### src/design/hstw_pkg.sv
// Shared types and constants for the two-wire humidity sensor master.
// Used by hstw_csr, hstw_core and the top level; depends on nothing.
package hstw_pkg;

   localparam int CsrAddrWidth = 5;

   // register byte addresses, one 32-bit slot each
   localparam logic [CsrAddrWidth-1:0] REG_LOW_RES   = 5'h00;
   localparam logic [CsrAddrWidth-1:0] REG_NO_OTP    = 5'h04;
   localparam logic [CsrAddrWidth-1:0] REG_CRC_CHECK = 5'h08;
   localparam logic [CsrAddrWidth-1:0] REG_TIMEOUT   = 5'h0C;
   localparam logic [CsrAddrWidth-1:0] REG_TICKS     = 5'h10;

   // transaction status codes
   localparam logic [1:0] ST_OK      = 2'd0;
   localparam logic [1:0] ST_NO_ACK  = 2'd1;
   localparam logic [1:0] ST_NO_RESP = 2'd2;
   localparam logic [1:0] ST_CRC_ERR = 2'd3;

   // sensor command bytes
   localparam logic [7:0] CMD_STATUS_WRITE = 8'h06;
   localparam logic [7:0] CMD_TEMP         = 8'h03;
   localparam logic [7:0] CMD_HUMI         = 8'h05;

   typedef struct packed {
      logic        low_resolution;
      logic        no_otp_reload;
      logic        crc_check;
      logic [7:0]  timeout_polls;
      logic [15:0] ticks_per_poll;
   } cfg_type;

   typedef struct packed {
      logic [15:0] measurement;
      logic [1:0]  result_status;
      logic        done_res;
      logic        busy_res;
      logic        data_drive_low;
      logic        clock_pin;
   } res_type;

endpackage

### src/design/hstw_csr.sv
// Configuration register file with an APB-style access port.
// Depends on hstw_pkg.
module hstw_csr (
   input  logic                             clock,
   input  logic                             reset,
   input  logic                             csr_psel,
   input  logic                             csr_penable,
   input  logic                             csr_pwrite,
   input  logic [hstw_pkg::CsrAddrWidth-1:0] csr_paddr,
   input  logic [31:0]                      csr_pwdata,
   output logic [31:0]                      csr_prdata,
   output logic                             csr_pready,
   output hstw_pkg::cfg_type                cfg
);
   import hstw_pkg::*;

   cfg_type cfg_ff;
   cfg_type cfg_in;
   logic    wr_en;

   assign csr_pready = 1'b1;
   assign wr_en      = csr_psel && csr_penable && csr_pwrite && csr_pready;

   always_comb begin
      cfg_in = cfg_ff;
      if (wr_en) begin
         case (csr_paddr)
            REG_LOW_RES:   cfg_in.low_resolution = csr_pwdata[0];
            REG_NO_OTP:    cfg_in.no_otp_reload  = csr_pwdata[0];
            REG_CRC_CHECK: cfg_in.crc_check      = csr_pwdata[0];
            REG_TIMEOUT:   cfg_in.timeout_polls  = csr_pwdata[7:0];
            REG_TICKS:     cfg_in.ticks_per_poll = csr_pwdata[15:0];
            default:       cfg_in = cfg_ff;
         endcase
      end
   end

   always_ff @(posedge clock) begin
      if (reset) begin
         cfg_ff.low_resolution <= 1'b0;
         cfg_ff.no_otp_reload  <= 1'b0;
         cfg_ff.crc_check      <= 1'b1;
         cfg_ff.timeout_polls  <= 8'd255;
         cfg_ff.ticks_per_poll <= 16'd1000;
      end else begin
         cfg_ff <= cfg_in;
      end
   end

   always_comb begin
      case (csr_paddr)
         REG_LOW_RES:   csr_prdata = {31'd0, cfg_ff.low_resolution};
         REG_NO_OTP:    csr_prdata = {31'd0, cfg_ff.no_otp_reload};
         REG_CRC_CHECK: csr_prdata = {31'd0, cfg_ff.crc_check};
         REG_TIMEOUT:   csr_prdata = {24'd0, cfg_ff.timeout_polls};
         REG_TICKS:     csr_prdata = {16'd0, cfg_ff.ticks_per_poll};
         default:       csr_prdata = 32'd0;
      endcase
   end

   assign cfg = cfg_ff;

endmodule

### src/design/hstw_core.sv
// Bit-level protocol sequencer: one clock-line phase per tick word.
// Holds the transaction state; depends on hstw_pkg.
module hstw_core (
   input  logic              clock,
   input  logic              reset,
   input  logic              step,
   input  logic              cmd,
   input  logic [7:0]        code,
   input  logic              din,
   input  hstw_pkg::cfg_type cfg,
   output hstw_pkg::res_type res
);
   import hstw_pkg::*;

   localparam logic [4:0] PH_IDLE    = 5'd0;
   localparam logic [4:0] PH_WAKE_HI = 5'd1;
   localparam logic [4:0] PH_WAKE_LO = 5'd2;
   localparam logic [4:0] PH_ST0     = 5'd3;
   localparam logic [4:0] PH_ST6     = 5'd9;
   localparam logic [4:0] PH_W_SET   = 5'd10;
   localparam logic [4:0] PH_W_HI    = 5'd11;
   localparam logic [4:0] PH_ACK_SET = 5'd12;
   localparam logic [4:0] PH_ACK_HI  = 5'd13;
   localparam logic [4:0] PH_POLL    = 5'd14;
   localparam logic [4:0] PH_R_HI    = 5'd15;
   localparam logic [4:0] PH_R_LO    = 5'd16;
   localparam logic [4:0] PH_K_SET   = 5'd17;
   localparam logic [4:0] PH_K_HI    = 5'd18;
   localparam logic [4:0] PH_K_END   = 5'd19;
   localparam logic [4:0] PH_FIN     = 5'd20;  // +status code
   localparam logic [4:0] PH_FIN_LAST = 5'd23;

   // start sequence line levels, indexed by phase - PH_ST0
   localparam logic [6:0] START_CLK  = 7'b0110110;
   localparam logic [6:0] START_DLOW = 7'b0011100;

   function automatic logic [7:0] rev8(input logic [7:0] v);
      logic [7:0] r;
      for (int i = 0; i < 8; i++) r[i] = v[7-i];
      return r;
   endfunction

   function automatic logic [7:0] crc_upd(input logic [7:0] crc, input logic [7:0] data);
      logic [7:0] c;
      c = crc ^ data;
      for (int i = 0; i < 8; i++)
         c = c[7] ? ({c[6:0], 1'b0} ^ 8'h31) : {c[6:0], 1'b0};
      return c;
   endfunction

   logic        link_ready_ff, link_ready_in;
   logic [4:0]  phase_ff, phase_in;
   logic [3:0]  bit_count_ff, bit_count_in;
   logic [1:0]  byte_count_ff, byte_count_in;
   logic [7:0]  shift_byte_ff, shift_byte_in;
   logic [7:0]  held_command_ff, held_command_in;
   logic [7:0]  crc_accum_ff, crc_accum_in;
   logic [15:0] value_hold_ff, value_hold_in;
   logic [15:0] poll_tick_ff, poll_tick_in;
   logic [7:0]  poll_count_ff, poll_count_in;
   logic        ack_failed_ff, ack_failed_in;

   logic [1:0]  status_nib;
   logic [3:0]  bit_inc;
   logic [2:0]  st_idx;
   logic [15:0] meas;

   assign status_nib = {cfg.no_otp_reload, cfg.low_resolution};
   assign bit_inc    = bit_count_ff + 4'd1;
   assign st_idx     = 3'(phase_ff - PH_ST0);

   always_comb begin
      meas = value_hold_ff;
      if (cfg.low_resolution) begin
         if (held_command_ff == CMD_TEMP)      meas = {value_hold_ff[13:0], 2'b00};
         else if (held_command_ff == CMD_HUMI) meas = {value_hold_ff[11:0], 4'b0000};
      end
   end

   always_comb begin
      link_ready_in   = link_ready_ff;
      phase_in        = phase_ff;
      bit_count_in    = bit_count_ff;
      byte_count_in   = byte_count_ff;
      shift_byte_in   = shift_byte_ff;
      held_command_in = held_command_ff;
      crc_accum_in    = crc_accum_ff;
      value_hold_in   = value_hold_ff;
      poll_tick_in    = poll_tick_ff;
      poll_count_in   = poll_count_ff;
      ack_failed_in   = ack_failed_ff;
      res             = '0;
      res.busy_res    = 1'b1;

      if (phase_ff >= PH_ST0 && phase_ff <= PH_ST6) begin
         res.clock_pin      = START_CLK[st_idx];
         res.data_drive_low = START_DLOW[st_idx];
         if (phase_ff == PH_ST6) begin
            shift_byte_in = link_ready_ff ? held_command_ff : CMD_STATUS_WRITE;
            byte_count_in = 2'd0;
            bit_count_in  = 4'd0;
            phase_in      = PH_W_SET;
         end else begin
            phase_in = phase_ff + 5'd1;
         end
      end else if (phase_ff >= PH_FIN && phase_ff <= PH_FIN_LAST) begin
         res.busy_res      = 1'b0;
         res.done_res      = 1'b1;
         res.result_status = phase_ff[1:0];
         if (phase_ff[1:0] == ST_OK) res.measurement = meas;
         phase_in = PH_IDLE;
      end else begin
         case (phase_ff)
            PH_WAKE_HI: begin
               res.clock_pin = 1'b1;
               phase_in      = PH_WAKE_LO;
            end
            PH_WAKE_LO: begin
               if (bit_inc >= 4'd9) begin
                  bit_count_in = 4'd0;
                  phase_in     = PH_ST0;
               end else begin
                  bit_count_in = bit_inc;
                  phase_in     = PH_WAKE_HI;
               end
            end
            PH_W_SET: begin
               res.data_drive_low = !shift_byte_ff[7];
               phase_in           = PH_W_HI;
            end
            PH_W_HI: begin
               res.clock_pin      = 1'b1;
               res.data_drive_low = !shift_byte_ff[7];
               shift_byte_in      = {shift_byte_ff[6:0], 1'b0};
               if (bit_inc >= 4'd8) begin
                  bit_count_in = 4'd0;
                  phase_in     = PH_ACK_SET;
               end else begin
                  bit_count_in = bit_inc;
                  phase_in     = PH_W_SET;
               end
            end
            PH_ACK_SET: phase_in = PH_ACK_HI;
            PH_ACK_HI: begin
               res.clock_pin = 1'b1;
               if (!link_ready_ff) begin
                  if (din) ack_failed_in = 1'b1;
                  if (byte_count_ff == 2'd0) begin
                     byte_count_in = 2'd1;
                     shift_byte_in = {6'd0, status_nib};
                     phase_in      = PH_W_SET;
                  end else if (ack_failed_ff || din) begin
                     phase_in = PH_FIN + 5'(ST_NO_ACK);
                  end else begin
                     link_ready_in = 1'b1;
                     phase_in      = PH_ST0;
                  end
               end else if (din) begin
                  link_ready_in = 1'b0;
                  phase_in      = PH_FIN + 5'(ST_NO_ACK);
               end else begin
                  crc_accum_in  = crc_upd(rev8({6'd0, status_nib}), held_command_ff);
                  poll_tick_in  = 16'd0;
                  poll_count_in = 8'd0;
                  phase_in      = PH_POLL;
               end
            end
            PH_POLL: begin
               if (poll_tick_ff != 16'd0) begin
                  poll_tick_in = poll_tick_ff - 16'd1;
               end else if (!din) begin
                  bit_count_in  = 4'd0;
                  byte_count_in = 2'd0;
                  shift_byte_in = 8'd0;
                  phase_in      = PH_R_HI;
               end else if (poll_count_ff >= cfg.timeout_polls) begin
                  link_ready_in = 1'b0;
                  phase_in      = PH_FIN + 5'(ST_NO_RESP);
               end else begin
                  poll_count_in = poll_count_ff + 8'd1;
                  poll_tick_in  = (cfg.ticks_per_poll == 16'd0) ? 16'd0 :
                                  cfg.ticks_per_poll - 16'd1;
               end
            end
            PH_R_HI: begin
               res.clock_pin = 1'b1;
               shift_byte_in = {shift_byte_ff[6:0], din};
               phase_in      = PH_R_LO;
            end
            PH_R_LO: begin
               if (bit_inc >= 4'd8) begin
                  bit_count_in = 4'd0;
                  phase_in     = PH_K_SET;
               end else begin
                  bit_count_in = bit_inc;
                  phase_in     = PH_R_HI;
               end
            end
            PH_K_SET: begin
               res.data_drive_low = byte_count_ff < 2'd2;
               phase_in           = PH_K_HI;
            end
            PH_K_HI: begin
               res.clock_pin      = 1'b1;
               res.data_drive_low = byte_count_ff < 2'd2;
               phase_in           = PH_K_END;
            end
            PH_K_END: begin
               if (byte_count_ff < 2'd2) begin
                  crc_accum_in  = crc_upd(crc_accum_ff, shift_byte_ff);
                  value_hold_in = {value_hold_ff[7:0], shift_byte_ff};
                  byte_count_in = byte_count_ff + 2'd1;
                  shift_byte_in = 8'd0;
                  phase_in      = PH_R_HI;
               end else if (cfg.crc_check && crc_accum_ff != rev8(shift_byte_ff)) begin
                  link_ready_in = 1'b0;
                  phase_in      = PH_FIN + 5'(ST_CRC_ERR);
               end else begin
                  phase_in = PH_FIN;
               end
            end
            default: begin
               // idle and unused codes
               phase_in = PH_IDLE;
               if (cmd) begin
                  held_command_in = code;
                  ack_failed_in   = 1'b0;
                  bit_count_in    = 4'd0;
                  byte_count_in   = 2'd0;
                  phase_in        = link_ready_ff ? PH_ST0 : PH_WAKE_HI;
               end else begin
                  res.busy_res = 1'b0;
               end
            end
         endcase
      end
   end

   always_ff @(posedge clock) begin
      if (reset) begin
         link_ready_ff   <= 1'b0;
         phase_ff        <= PH_IDLE;
         bit_count_ff    <= 4'd0;
         byte_count_ff   <= 2'd0;
         shift_byte_ff   <= 8'd0;
         held_command_ff <= 8'd0;
         crc_accum_ff    <= 8'd0;
         value_hold_ff   <= 16'd0;
         poll_tick_ff    <= 16'd0;
         poll_count_ff   <= 8'd0;
         ack_failed_ff   <= 1'b0;
      end else if (step) begin
         link_ready_ff   <= link_ready_in;
         phase_ff        <= phase_in;
         bit_count_ff    <= bit_count_in;
         byte_count_ff   <= byte_count_in;
         shift_byte_ff   <= shift_byte_in;
         held_command_ff <= held_command_in;
         crc_accum_ff    <= crc_accum_in;
         value_hold_ff   <= value_hold_in;
         poll_tick_ff    <= poll_tick_in;
         poll_count_ff   <= poll_count_in;
         ack_failed_ff   <= ack_failed_in;
      end
   end

   a_done_not_busy: assert property (@(posedge clock) disable iff (reset)
      (step && res.done_res) |-> !res.busy_res)
      else $error("done word still flagged busy");

   a_meas_only_ok: assert property (@(posedge clock) disable iff (reset)
      (step && res.measurement != 16'd0) |-> (res.done_res && res.result_status == ST_OK))
      else $error("measurement outside a good finish");

   a_fin_to_idle: assert property (@(posedge clock) disable iff (reset)
      (step && phase_ff >= PH_FIN && phase_ff <= PH_FIN_LAST) |=> (phase_ff == PH_IDLE))
      else $error("finish phase did not return to idle");

endmodule

### src/design/humidity_sensor_two_wire_master_top.sv
// Top level of the two-wire humidity sensor master: input register, result register.
// Depends on hstw_pkg, hstw_csr and hstw_core.
//
// Each request word is one phase of the sensor clock line and yields exactly one
// result word carrying the line levels and status for that phase. A new word is
// taken every cycle while the result register can drain; a word passes an input
// register and then the result register, which a stalled receiver holds. The rate
// is one word per cycle unless rsp_tready holds the flow. A full measurement spans
// many words: 18 wake phases if the link is down, start sequences, status-write and
// command bytes, polling paced by ticks_per_poll, then three read bytes.
module humidity_sensor_two_wire_master_top (
   input  logic                             clock,
   input  logic                             reset,
   input  logic                             req_tvalid,
   output logic                             req_tready,
   input  logic [15:0]                      req_tdata,   // measure_code[7:0], data_pin[8]
   input  logic                             req_tuser,   // command
   output logic                             rsp_tvalid,
   input  logic                             rsp_tready,
   // clock_pin[0], data_drive_low[1], busy_res[2], done_res[3],
   // result_status[5:4], measurement[21:6]
   output logic [23:0]                      rsp_tdata,
   input  logic                             csr_psel,
   input  logic                             csr_penable,
   input  logic                             csr_pwrite,
   input  logic [hstw_pkg::CsrAddrWidth-1:0] csr_paddr,
   input  logic [31:0]                      csr_pwdata,
   output logic [31:0]                      csr_prdata,
   output logic                             csr_pready
);
   import hstw_pkg::*;

   cfg_type     cfg;
   res_type     res;
   logic        in_valid_ff, in_valid_in;
   logic        in_cmd_ff;
   logic [7:0]  in_code_ff;
   logic        in_din_ff;
   logic        rsp_valid_ff, rsp_valid_in;
   res_type     res_ff;
   logic        advance;
   logic        req_take;

   assign advance    = in_valid_ff && (!rsp_valid_ff || rsp_tready);
   assign req_tready = !in_valid_ff || advance;
   assign req_take   = req_tvalid && req_tready;

   assign in_valid_in  = req_take ? 1'b1 : (advance ? 1'b0 : in_valid_ff);
   assign rsp_valid_in = advance ? 1'b1 : ((rsp_valid_ff && rsp_tready) ? 1'b0 : rsp_valid_ff);

   hstw_csr u_csr (
      .clock       (clock),
      .reset       (reset),
      .csr_psel    (csr_psel),
      .csr_penable (csr_penable),
      .csr_pwrite  (csr_pwrite),
      .csr_paddr   (csr_paddr),
      .csr_pwdata  (csr_pwdata),
      .csr_prdata  (csr_prdata),
      .csr_pready  (csr_pready),
      .cfg         (cfg)
   );

   hstw_core u_core (
      .clock (clock),
      .reset (reset),
      .step  (advance),
      .cmd   (in_cmd_ff),
      .code  (in_code_ff),
      .din   (in_din_ff),
      .cfg   (cfg),
      .res   (res)
   );

   always_ff @(posedge clock) begin
      if (reset) begin
         in_valid_ff  <= 1'b0;
         rsp_valid_ff <= 1'b0;
      end else begin
         in_valid_ff  <= in_valid_in;
         rsp_valid_ff <= rsp_valid_in;
      end
   end

   always_ff @(posedge clock) begin
      if (req_take) begin
         in_cmd_ff  <= req_tuser;
         in_code_ff <= req_tdata[7:0];
         in_din_ff  <= req_tdata[8];
      end
      if (advance) begin
         res_ff <= res;
      end
   end

   assign rsp_tvalid = rsp_valid_ff;
   assign rsp_tdata  = {2'b00, res_ff.measurement, res_ff.result_status, res_ff.done_res,
                        res_ff.busy_res, res_ff.data_drive_low, res_ff.clock_pin};

   a_in_held: assert property (@(posedge clock) disable iff (reset)
      (in_valid_ff && !advance) |=> in_valid_ff)
      else $error("stalled input word lost");

   a_adv_fills_rsp: assert property (@(posedge clock) disable iff (reset)
      advance |=> rsp_valid_ff)
      else $error("processed word not presented");

   a_empty_ready: assert property (@(posedge clock) disable iff (reset)
      !in_valid_ff |-> req_tready)
      else $error("empty input register refuses words");

endmodule

### config.mk
export PLATFORM = sky130hd
export DESIGN_NAME = humidity_sensor_two_wire_master_top
export DESIGN_NICKNAME = d
export VERILOG_FILES = /design/src/design/hstw_pkg.sv /design/src/design/hstw_csr.sv /design/src/design/hstw_core.sv /design/src/design/humidity_sensor_two_wire_master_top.sv
export SDC_FILE = /design/constraint.sdc
export NUM_CORES = 1
export LEC_CHECK = 0
export ABC_AREA = 1
export BUFFER_PORTS_ARGS = -buffer_cell sky130_fd_sc_hd__buf_2
export CORE_MARGIN = 2
export CORE_UTILIZATION = 59
export DETAILED_ROUTE_END_ITERATION = 10
export GPL_ROUTABILITY_DRIVEN = 0
export PLACE_DENSITY = 0.83
export REMOVE_ABC_BUFFERS = 1
export SLEW_MARGIN = 20
export SYNTH_ARGS = -nofsm -noshare
export SYNTH_HDL_FRONTEND = slang
export SYNTH_HIERARCHICAL = 1
export SYNTH_SLANG_ARGS = --single-unit
### constraint.sdc
create_clock -name clock -period 3 [get_ports clock]
set_input_delay 0 -clock clock [delete_from_list [all_inputs] [get_ports clock]]
set_output_delay 0 -clock clock [all_outputs]
set_load 0.01 [all_outputs]
# After elaboration in Yosys (flattened, before gate mapping)
# Memories as Yosys holds them, arrays and structs flattened.
# Index checks and enable logic that the tools add are counted.
# Widths: inputs -> output; s select.
# word_totals
out_inout_bits,59
memories,2
rom_bits,16
inputBits,61
register_bits,138
# mem_list
name,words,word_bits,read_ports,rd_clocked_by_memory_dff,wr,line_no,source
(no name shown),8,1,1,0,0,hstw_core.sv:96,res.clock_pin = START_CLK[st_idx];
(no name shown),8,1,1,0,0,hstw_core.sv:97,res.data_drive_low = START_DLOW[st_idx];
# op_classes
n_lt_le_gt_ge,9
n_mux,111
n_reduce_logical,54
n_bitwise,23
add_sub_neg,7
n_eq_ne,44
# op_table
cell,n
$mux 16,9
$mux 8,16
$mux 6,16
$pmux 16 s5,1
$mux 5,13
$pmux 5 s12,1
$not 3->3,16
$eq 5x4->1 const B,9
$pmux 8 s5,1
$mux 4,8
$pmux 16 s2,1
$pmux 8 s2,2
$sub 16x1->16 const B,2
$mux 2,14
$reduce_and 9->1,3
$eq 5x5->1 const B,5
$mux 1,23
$reduce_and 7->1,3
$logic_not 16->1,1
$ne 2x2->1 const B,8
$pmux 4 s4,1
$reduce_bool 16->1,1
$xor 8x8->8,2
$ne 2x1->1 const B,7
50 further kinds,85

# Longest topological paths before layout
# Gate-level depths: netlist (run 1).
# logic_depth
depth_word,20
depth_mapped,16
depth_no_buf,15

# Cells and area by module
# Netlist (run 1), hierarchy kept.
# by_module_without_submodules
module,n_inst,cells_per_inst,area_each_um2,seq_area_each_um2
hstw_core,1,1118,6645.1,1541.5
hstw_csr,1,227,1541.5,540.5
humidity_sensor_two_wire_master_top,1,47,1071.0,1001.0

# Worst setup path before layout (run 1)
# No wires, ideal clock.
# synth_path
path_kind,reg2reg
startpoint,register rsp_valid_ff (netlist: rsp_tvalid)
endpoint,register u_core.shift_byte_ff[0]
setup_time_ns,0.113
arrival_ns,2.648
path_stages_with_launch,11
setup_slack_ns,0.240
synth_period_minus_slack_ns,2.760
path_cell_list,dfxtp_1 > a21oi_1 > buf_2 > nand2_1 > inv_1 > nand4_2 > nor3_4 > buf_6 > nand2_1 > nand2_1 > nor2_1
# synth_between
elab_chain_cells,4
# synth_rtl
item,line_no,source
start: declaration,humidity_sensor_two_wire_master_top.sv:39,"logic rsp_valid_ff, rsp_valid_in;"
start signal: assignment,humidity_sensor_two_wire_master_top.sv:81,rsp_valid_ff <= rsp_valid_in;
$logic_not 1->1,humidity_sensor_two_wire_master_top.sv:44,assign advance = in_valid_ff && (!rsp_valid_ff || rsp_tready);
$logic_or 1x1->1,humidity_sensor_two_wire_master_top.sv:44,
$logic_and 1x1->1,humidity_sensor_two_wire_master_top.sv:44,
named net advance,humidity_sensor_two_wire_master_top.sv:41,logic advance;
$reduce_and 9->1 (no line),n/a,
end signal: assignment,hstw_core.sv:257,shift_byte_ff <= shift_byte_in;
end: declaration,hstw_core.sv:55,"logic [7:0] shift_byte_ff, shift_byte_in;"
# The timed path passes the listed nets, and every way through them passes these cells.
# A chain may end at the register's enable or synchronous reset.

# Worst setup path in the final report (run 1)
# layout_path
startpoint,register u_core.phase_ff[0]
endpoint,register u_core.shift_byte_ff[1]
# layout_between
elab_chain_cells,4
elab_cells_between_ends,24
classes_between,order compare (4); eq/ne (13); mux (3); reduce/logical (4)
# layout_rtl
item,line_no,source
start: declaration,hstw_core.sv:52,"logic [4:0] phase_ff, phase_in;"
start signal: assignment,hstw_core.sv:254,phase_ff <= phase_in;
$ge 5x2->1 (tied with other cells),hstw_core.sv:95,if (phase_ff >= PH_ST0 && phase_ff <= PH_ST6) begin
$logic_and 1x1->1 (tied with other cells),hstw_core.sv:95,
$ne 3x1->1 (no line) (tied with other cells),n/a,
$reduce_and 9->1 (no line) / $mux 8 (equally long branches),n/a,
# Several ways; a longest one is shown, not always the timed one. The select of a mux whose other input is x is not followed.

==> flow_summary.json, run 1 <==
{
  "hold_class": "in2reg",
  "cap_violations": 0,
  "numCtsBuffers": 17,
  "critical_path.startpoint_type": "register",
  "power-per-cell-area_nw_per_um2": 430,
  "cts_tree": "built",
  "antenna_cells": 0,
  "hold_viol": 0,
  "crit_type": "reg2reg",
  "internal-power_mw": 3.24,
  "cpMostUsedCell": "nand2_1",
  "path_depth": 11,
  "wl_um": 23200,
  "critPathBufInv": 2,
  "synth_xor_area_frac": 0.0369,
  "synthArstFlopShare": 0,
  "grt_max_degree": 56,
  "path_cells": "inv_1 > ha_1 > nand2_1 > nor2_8 > inv_2 > nand3_2 > nor3_1 > nor3_4 > nand2_1 > nand2_1 > nor2_1",
  "synthCells": 1392,
  "vias_per_cell": 5.43,
  "synthSimpleGateAreaFrac": 0.384,
  "drt_iter0_markers": 912,
  "rsz0062_at_grt": "false",
  "fillCellCount": 1282,
  "insertion_delay_ns": 0.42,
  "ctsHtreeMaxLevel": 4,
  "start_util": 0.607,
  "p_switching_mw": 1.28,
  "synth_compound_area_frac": 0.107,
  "fmax_mhz": 384,
  "die_h_um": 129,
  "drive_above_1_share": 0.124,
  "power_frac_comb": 0.137,
  "p_sw_frac": 0.284,
  "slew_headroom": 0.497,
  "grt-ovfl-total": 0,
  "critPathMaxStageDelay_ns": 0.51,
  "status": "finished, final reports clean",
  "reg2reg_depth": 11,
  "avgRoutedWirePerCell_um": 13.5,
  "r2r-start": "u_core/phase_ff[0]",
  "vias": 9309,
  "fin_ws_ns": 0.399,
  "ys_warn_count": 6,
  "utilization": 0.689,
  "clk_pin_slew_ns": 0.06,
  "crit_required_ns": 3.30,
  "fp-row-count": 45,
  "slowest_stage": "nor3_4",
  "crit_end": "u_core/shift_byte_ff[1]",
  "seq_power_share": 0.444,
  "nNetsFinal": 1574,
  "avgSynthCellArea_um2": 6.65,
  "synthMuxAreaShare": 0,
  "grt_usage": 0.283,
  "whs_ns": 0.0477,
  "skew_ns": 0.00851,
  "yosysSeqAreaShare": 0.333,
  "dp_hpwl_um": 16200,
  "final_cell_mix": "365 x nand2_1, 208 x nor2_1, 149 x inv_1",
  "antenna_left": 0,
  "clockRootBuffer": "clkbuf_16",
  "reg2reg_setup_slack_ns": 0.40,
  "synth_top_family_by_area": "simple AND/OR/NAND/NOR gates",
  "cts_sinks": 138,
  "drc": 0,
  "setup_violations": 0,
  "critPathLaunch": "u_core/phase_ff[0]",
  "critical_path.max_fanout": 18,
  "port_buffers": 77,
  "synthAdderAreaFrac": 0.0311,
  "io-pin-count": 120,
  "grt_pass1_wl_um": 38300,
  "p_total_mw": 4.52,
  "cp_top_family": "simple AND/OR/NAND/NOR gates",
  "p_clk_frac": 0.419,
  "p_leak_nw": 5.01,
  "drtPass1Iterations": 5,
  "grt_pass1_vias": 8267,
  "cts_setup_buffers": 0,
  "core_um2": 15300,
  "worst_pin_slew_ns": 0.749,
  "final_common_cell": "nand2_1",
  "ys.flop_type": "dfxtp_1",
  "ir_worst_vdd_mv": 0.468,
  "synth_edf_count": 32,
  "area_growth_syn_to_layout_pct": 13.5,
  "r2r_end": "u_core/shift_byte_ff[1]",
  "endpoint_kind": "register",
  "ys_ff_latch": 138,
  "antenna_found_initial": 0,
  "clockBufferDepth": 2,
  "period_minus_slack_ns": 2.60,
  "syn_area_um2": 9260,
  "die_w_um": 129,
  "cp.arrival_ns": 2.91,
  "pre_cts_ws_ns": 0.544,
  "tns_ns": 0,
  "die_area_um2": 16700,
  "slew_viol_final": 0,
  "ys_types": 50,
  "fin_crit_sh": 0.867
}
what timing repair did:
| item | CTS | global route |
|---|---|---|
| hold buffers | 29 | 0 |
| resized for setup | 0 | 0 |
| endpoints found under the hold margin | 39 | 0 |
registers in the layout, summed over array words and instances (netlist names):
register                flops
u_core/byte_count_ff        2
u_core/crc_accum_ff         8
in_din_ff                   1
u_core/poll_count_ff        8
in_valid_ff                 1
in_code_ff                  8
u_core/phase_ff             5
u_core/poll_tick_ff        16
rsp_tvalid                  1
rsp_tdata                  22
u_core/ack_failed_ff        1
u_core/held_command_ff      8
u_core/value_hold_ff       16
u_csr/cfg                  27
u_core/bit_count_ff         4
u_core/link_ready_ff        1
in_cmd_ff                   1
u_core/shift_byte_ff        8
logic make-up (layout without fill, tap and decap cells):
kind of cell	Yosys count	count (layout)
AO/OA/AOI/OAI	181	181
adder cells (fa/ha/maj)	23	23
AND/OR/NAND/NOR	790	790
flip-flops	138	138
other	3	19
XOR/XNOR	39	39
buffers and inverters	218	313
layout make-up:
type	instances	area [um^2]	area share
clock buffer	20	440	0.0419
inverter	164	619	0.0589
tap	211	264	0.0251
multi-input combinational	1052	5250	0.499
timing repair buffer	117	758	0.0722
sequential	138	3080	0.293
clock inverter	12	95.1	0.00905
synth_stat cells, drive strengths merged, types with 12 or more instances:
| cell | instances | area [um^2] |
|---|---|---|
| a21oi | 72 | 368 |
| buf | 42 | 328 |
| clkbuf | 12 | 45.0 |
| dfxtp | 106 | 2120 |
| edfxtp | 32 | 961 |
| ha | 23 | 288 |
| inv | 161 | 607 |
| nand2 | 375 | 1440 |
| nand3 | 128 | 713 |
| nand4 | 23 | 150 |
| nor2 | 233 | 1040 |
| nor3 | 17 | 113 |
| o21ai | 77 | 389 |
| xnor2 | 19 | 166 |
| xor2 | 20 | 175 |
worst min path at each step:
stage	cells after the start	endpoint	startpoint
3_5_place_dp	1	in_code_ff[7]	req_tdata[7]
2_1_floorplan	1	in_valid_ff	reset
6_report	6	u_csr/cfg[25]	csr_paddr[0]
4_1_cts	6	u_csr/cfg[25]	csr_paddr[0]
3_3_place_gp	1	in_code_ff[5]	req_tdata[5]
5_1_grt	6	u_csr/cfg[25]	csr_paddr[1]
layer usage:
| metal | GRT usage | up-vias | part of all wire |
|---|---|---|---|
| met1 | 0.385 | 4174 | 0.44 |
| met4 | 0.103 | 0 | 0.022 |
| met2 | 0.450 | 429 | 0.45 |
| met3 | 0.0537 | 49 | 0.081 |
| li1 | - | 4657 | - |
| met5 | 0 | - | 0 |
worst register-to-register path, cell delays in order (launching register included):
cell     delay [ns]
dfxtp_1        0.39
inv_1          0.15
ha_1           0.23
nand2_1        0.16
nor2_8         0.30
inv_2          0.20
nand3_2        0.13
nor3_1         0.10
nor3_4         0.51
nand2_1        0.14
nand2_1        0.12
nor2_1         0.06
metrics by stage:
step | area, um^2 | cells
2_1_floorplan | 8940 | 1354
3_3_place_gp | 9680 | 1653
3_5_place_dp | 9680 | 1653
4_1_cts | 10500 | 1714
5_1_grt | 10500 | 1714
6_report | 10500 | 1714
power groups by stage:
stage / combinational [mW] / clock (mW) / sequential (mW)
floorplan: 0.411 / 0 / 2.04
global placement: 0.561 / 0 / 2.05
detailed placement: 0.573 / 0 / 2.05
CTS: 0.607 / 1.92 / 2.01
global route: 0.693 / 1.99 / 2.01
finish: 0.620 / 1.89 / 2.01
No activity file was read; power rests on OpenSTA's default activity.
==> run 2: changes to the inputs <==
Settings changed: ABC_AREA 1 to 0, CORE_UTILIZATION 59 to 58.
==> run 2 against run 1 <==
Compared with the run above: global-route usage decreased by 1.3 points; largest cell class unchanged; hold slack got worse by 0.031 ns; via count decreased by 16%; clock power increased by 6%.
==> flow_summary.json, run 2 <==
{
  "crit_required_ns": 3.34,
  "ctsHtreeMaxLevel": 4,
  "cap_violations": 0,
  "final_common_cell": "nor2_1",
  "wl_met3_um": 1480,
  "crit_type": "reg2reg",
  "fmax_mhz": 353,
  "holdPathEnd": "u_csr/cfg[20]",
  "dpl_cell_area_um2": 8940,
  "die_area_um2": 15400,
  "critPathMaxStageDelay_ns": 0.54,
  "synth_area_leader_cell": "dfxtp_1",
  "port_buffers": 77,
  "met2_length_um": 9880,
  "drive_above_1_share": 0.155,
  "largest_register_ffs": 27,
  "skew_ns": 0.0109,
  "io-pin-count": 120,
  "slew_headroom": 0.362,
  "endpoint_kind": "register",
  "p_switching_mw": 1.13,
  "hold_path_startpoint": "csr_paddr[1]",
  "r2r_end": "u_core/bit_count_ff[0]",
  "grt_pass1_wl_um": 35000,
  "core_um2": 14000,
  "power-per-cell-area_nw_per_um2": 447,
  "cp.arrival_ns": 3.17,
  "insertion_delay_ns": 0.42,
  "area_growth_syn_to_layout_pct": 17.4,
  "die_h_um": 124,
  "antenna_found_initial": 0,
  "dp_hpwl_um": 13800,
  "worst_pin_slew_ns": 0.957,
  "grt-ovfl-total": 0,
  "drc": 0,
  "ys_ff_latch": 138,
  "fp-row-count": 43,
  "hold_viol": 0,
  "critical_path.startpoint_type": "register",
  "clk_pin_slew_ns": 0.06,
  "final_cell_mix": "118 x nor2_1, 106 x dfxtp_1, 76 x buf_2",
  "clockBufferDepth": 2,
  "ys_types": 84,
  "vias_per_cell": 6.07,
  "numCtsBuffers": 17,
  "ys_warn_count": 6,
  "synthCells": 986,
  "synth_common_cells": "118 x nor2_1, 106 x dfxtp_1, 71 x nand2_1, 61 x a21oi_1, 54 x nor3_1",
  "yosysMostFrequentCell": "nor2_1",
  "power_frac_comb": 0.095,
  "antenna_left": 0,
  "start_util": 0.599,
  "avgRoutedWirePerCell_um": 16.4,
  "r2r-start": "u_core/phase_ff[1]",
  "synthArstFlopShare": 0,
  "place_inst": 1221,
  "tns_ns": 0,
  "hold_path_depth": 3,
  "internal-power_mw": 3.27,
  "clockRootBuffer": "clkbuf_16",
  "wl_um": 21100,
  "drtPass1Iterations": 5,
  "ys.flop_type": "dfxtp_1",
  "slowest_stage": "or4bb_1",
  "critical_path.max_fanout": 8,
  "met1_length_um": 9190,
  "die_w_um": 124,
  "yosys-top-cells-area": "dfxtp_1 25%, edfxtp_1 11%, mux2i_1 6.1%, nor2_1 5.3%, xnor2_1 3.9%",
  "slew_viol_final": 0,
  "setup_violations": 0,
  "synth_edf_count": 32,
  "nNetsFinal": 1175,
  "drt_iter0_markers": 694,
  "reg2reg_setup_slack_ns": 0.17,
  "yosysSeqAreaShare": 0.368,
  "grt_usage": 0.270,
  "rsz0062_at_grt": "false",
  "grt_max_degree": 100,
  "cts_sinks": 138,
  "cts_tree": "built",
  "p_sw_frac": 0.256,
  "p_leak_nw": 3.85,
  "seq_power_share": 0.448,
  "top_layer_used": "met4",
  "hold_class": "in2reg",
  "avgSynthCellArea_um2": 8.50,
  "fin_crit_sh": 0.943,
  "final_cells": 1284,
  "grt_pass1_vias": 7303,
  "status": "finished, final reports clean",
  "path_cells": "ha_2 > or4bb_1 > o21ai_1 > nor3_1 > o41ai_1 > o2111ai_1 > or4_1 > a21oi_1",
  "final_cell_area_um2": 9840,
  "p_clk_frac": 0.458,
  "period_minus_slack_ns": 2.83,
  "yosysTopAreaCellShare": 0.253,
  "antenna_cells": 0,
  "vias": 7793,
  "ir_worst_vdd_mv": 0.374,
  "syn_area_um2": 8380,
  "p_total_mw": 4.40,
  "reg2reg_depth": 8
}
run 2: repair_timing:
item / 4_1_cts / 5_1_grt
gates resized for setup: 0 / 4
buffers inserted: 0 / 0
setup endpoints to repair: 0 / 18
endpoints found under the hold margin: 39 / 0
hold buffers: 31 / 0
run 2: worst max path at each step:
stage                           start                 endpoint  slack (ns)  depth (start not counted)
3_5_place_dp   u_core/poll_tick_ff[0]       u_core/phase_ff[1]        0.12                         10
3_3_place_gp   u_core/poll_tick_ff[0]       u_core/phase_ff[1]        0.25                         10
5_1_grt            u_core/phase_ff[1]   u_core/bit_count_ff[0]        0.02                          8
4_1_cts        u_core/poll_tick_ff[0]       u_core/phase_ff[1]        0.09                         10
6_report           u_core/phase_ff[1]   u_core/bit_count_ff[0]        0.17                          8
2_1_floorplan      u_core/phase_ff[0]  u_core/value_hold_ff[0]       -1.10                          6
run 2: worst max-delay path: cells and delay by family (launching register included):
| kind | cells | cell delay [ns] |
|---|---|---|
| simple gates | 3 | 1.11 |
| compound gates | 4 | 0.81 |
| flops | 1 | 0.48 |
| fa+ha+maj | 1 | 0.35 |
run 2: metrics by stage:
stage / setup WS [ns] / utilization / hold WS [ns]
floorplan: -1.10 / - / 0.0624
global placement: 0.254 / 0.639 / 0.179
detailed placement: 0.124 / 0.639 / 0.179
CTS: 0.0921 / 0.702 / 0.000189
global route: 0.0220 / 0.703 / 0.0205
finish: 0.171 / 0.703 / 0.0167
run 2: cell type report:
cell class                      count  area [um^2]
Timing Repair Buffer              140          951
Inverter                           37          139
Sequential cell                   138         3080
Clock buffer                       18          429
Clock inverter                     14          141
Multi-Input combinational cell    757         4870
Fill cell                        1060         4150
Tap cell                          180          225
run 2: power by group through the flow:
| stage | combinational [mW] | clock (mW) | sequential (mW) |
|---|---|---|---|
| 2_1_floorplan | 0.222 | 0 | 2.01 |
| 3_3_place_gp | 0.360 | 0 | 2.00 |
| 3_5_place_dp | 0.366 | 0 | 2.01 |
| 4_1_cts | 0.404 | 2.04 | 1.97 |
| 5_1_grt | 0.453 | 2.12 | 1.97 |
| 6_report | 0.417 | 2.01 | 1.97 |
run 2: kinds of logic after synthesis:
| family | after synthesis | share of synthesized area |
|---|---|---|
| xor+xnor | 62 | 0.0648 |
| mux | 55 | 0.0663 |
| buf+inv | 107 | 0.0618 |
| other cells | 3 | 0.00134 |
| compound gates | 207 | 0.161 |
| simple gates | 391 | 0.243 |
| flops | 138 | 0.368 |
| fa+ha+maj | 23 | 0.0343 |
run 2: routing by layer:
layer,GRT usage,vias to the layer above
met3,0.0607,60
met5,0,-
met4,0.0892,0
met1,0.357,3647
li1,-,3717
met2,0.440,369
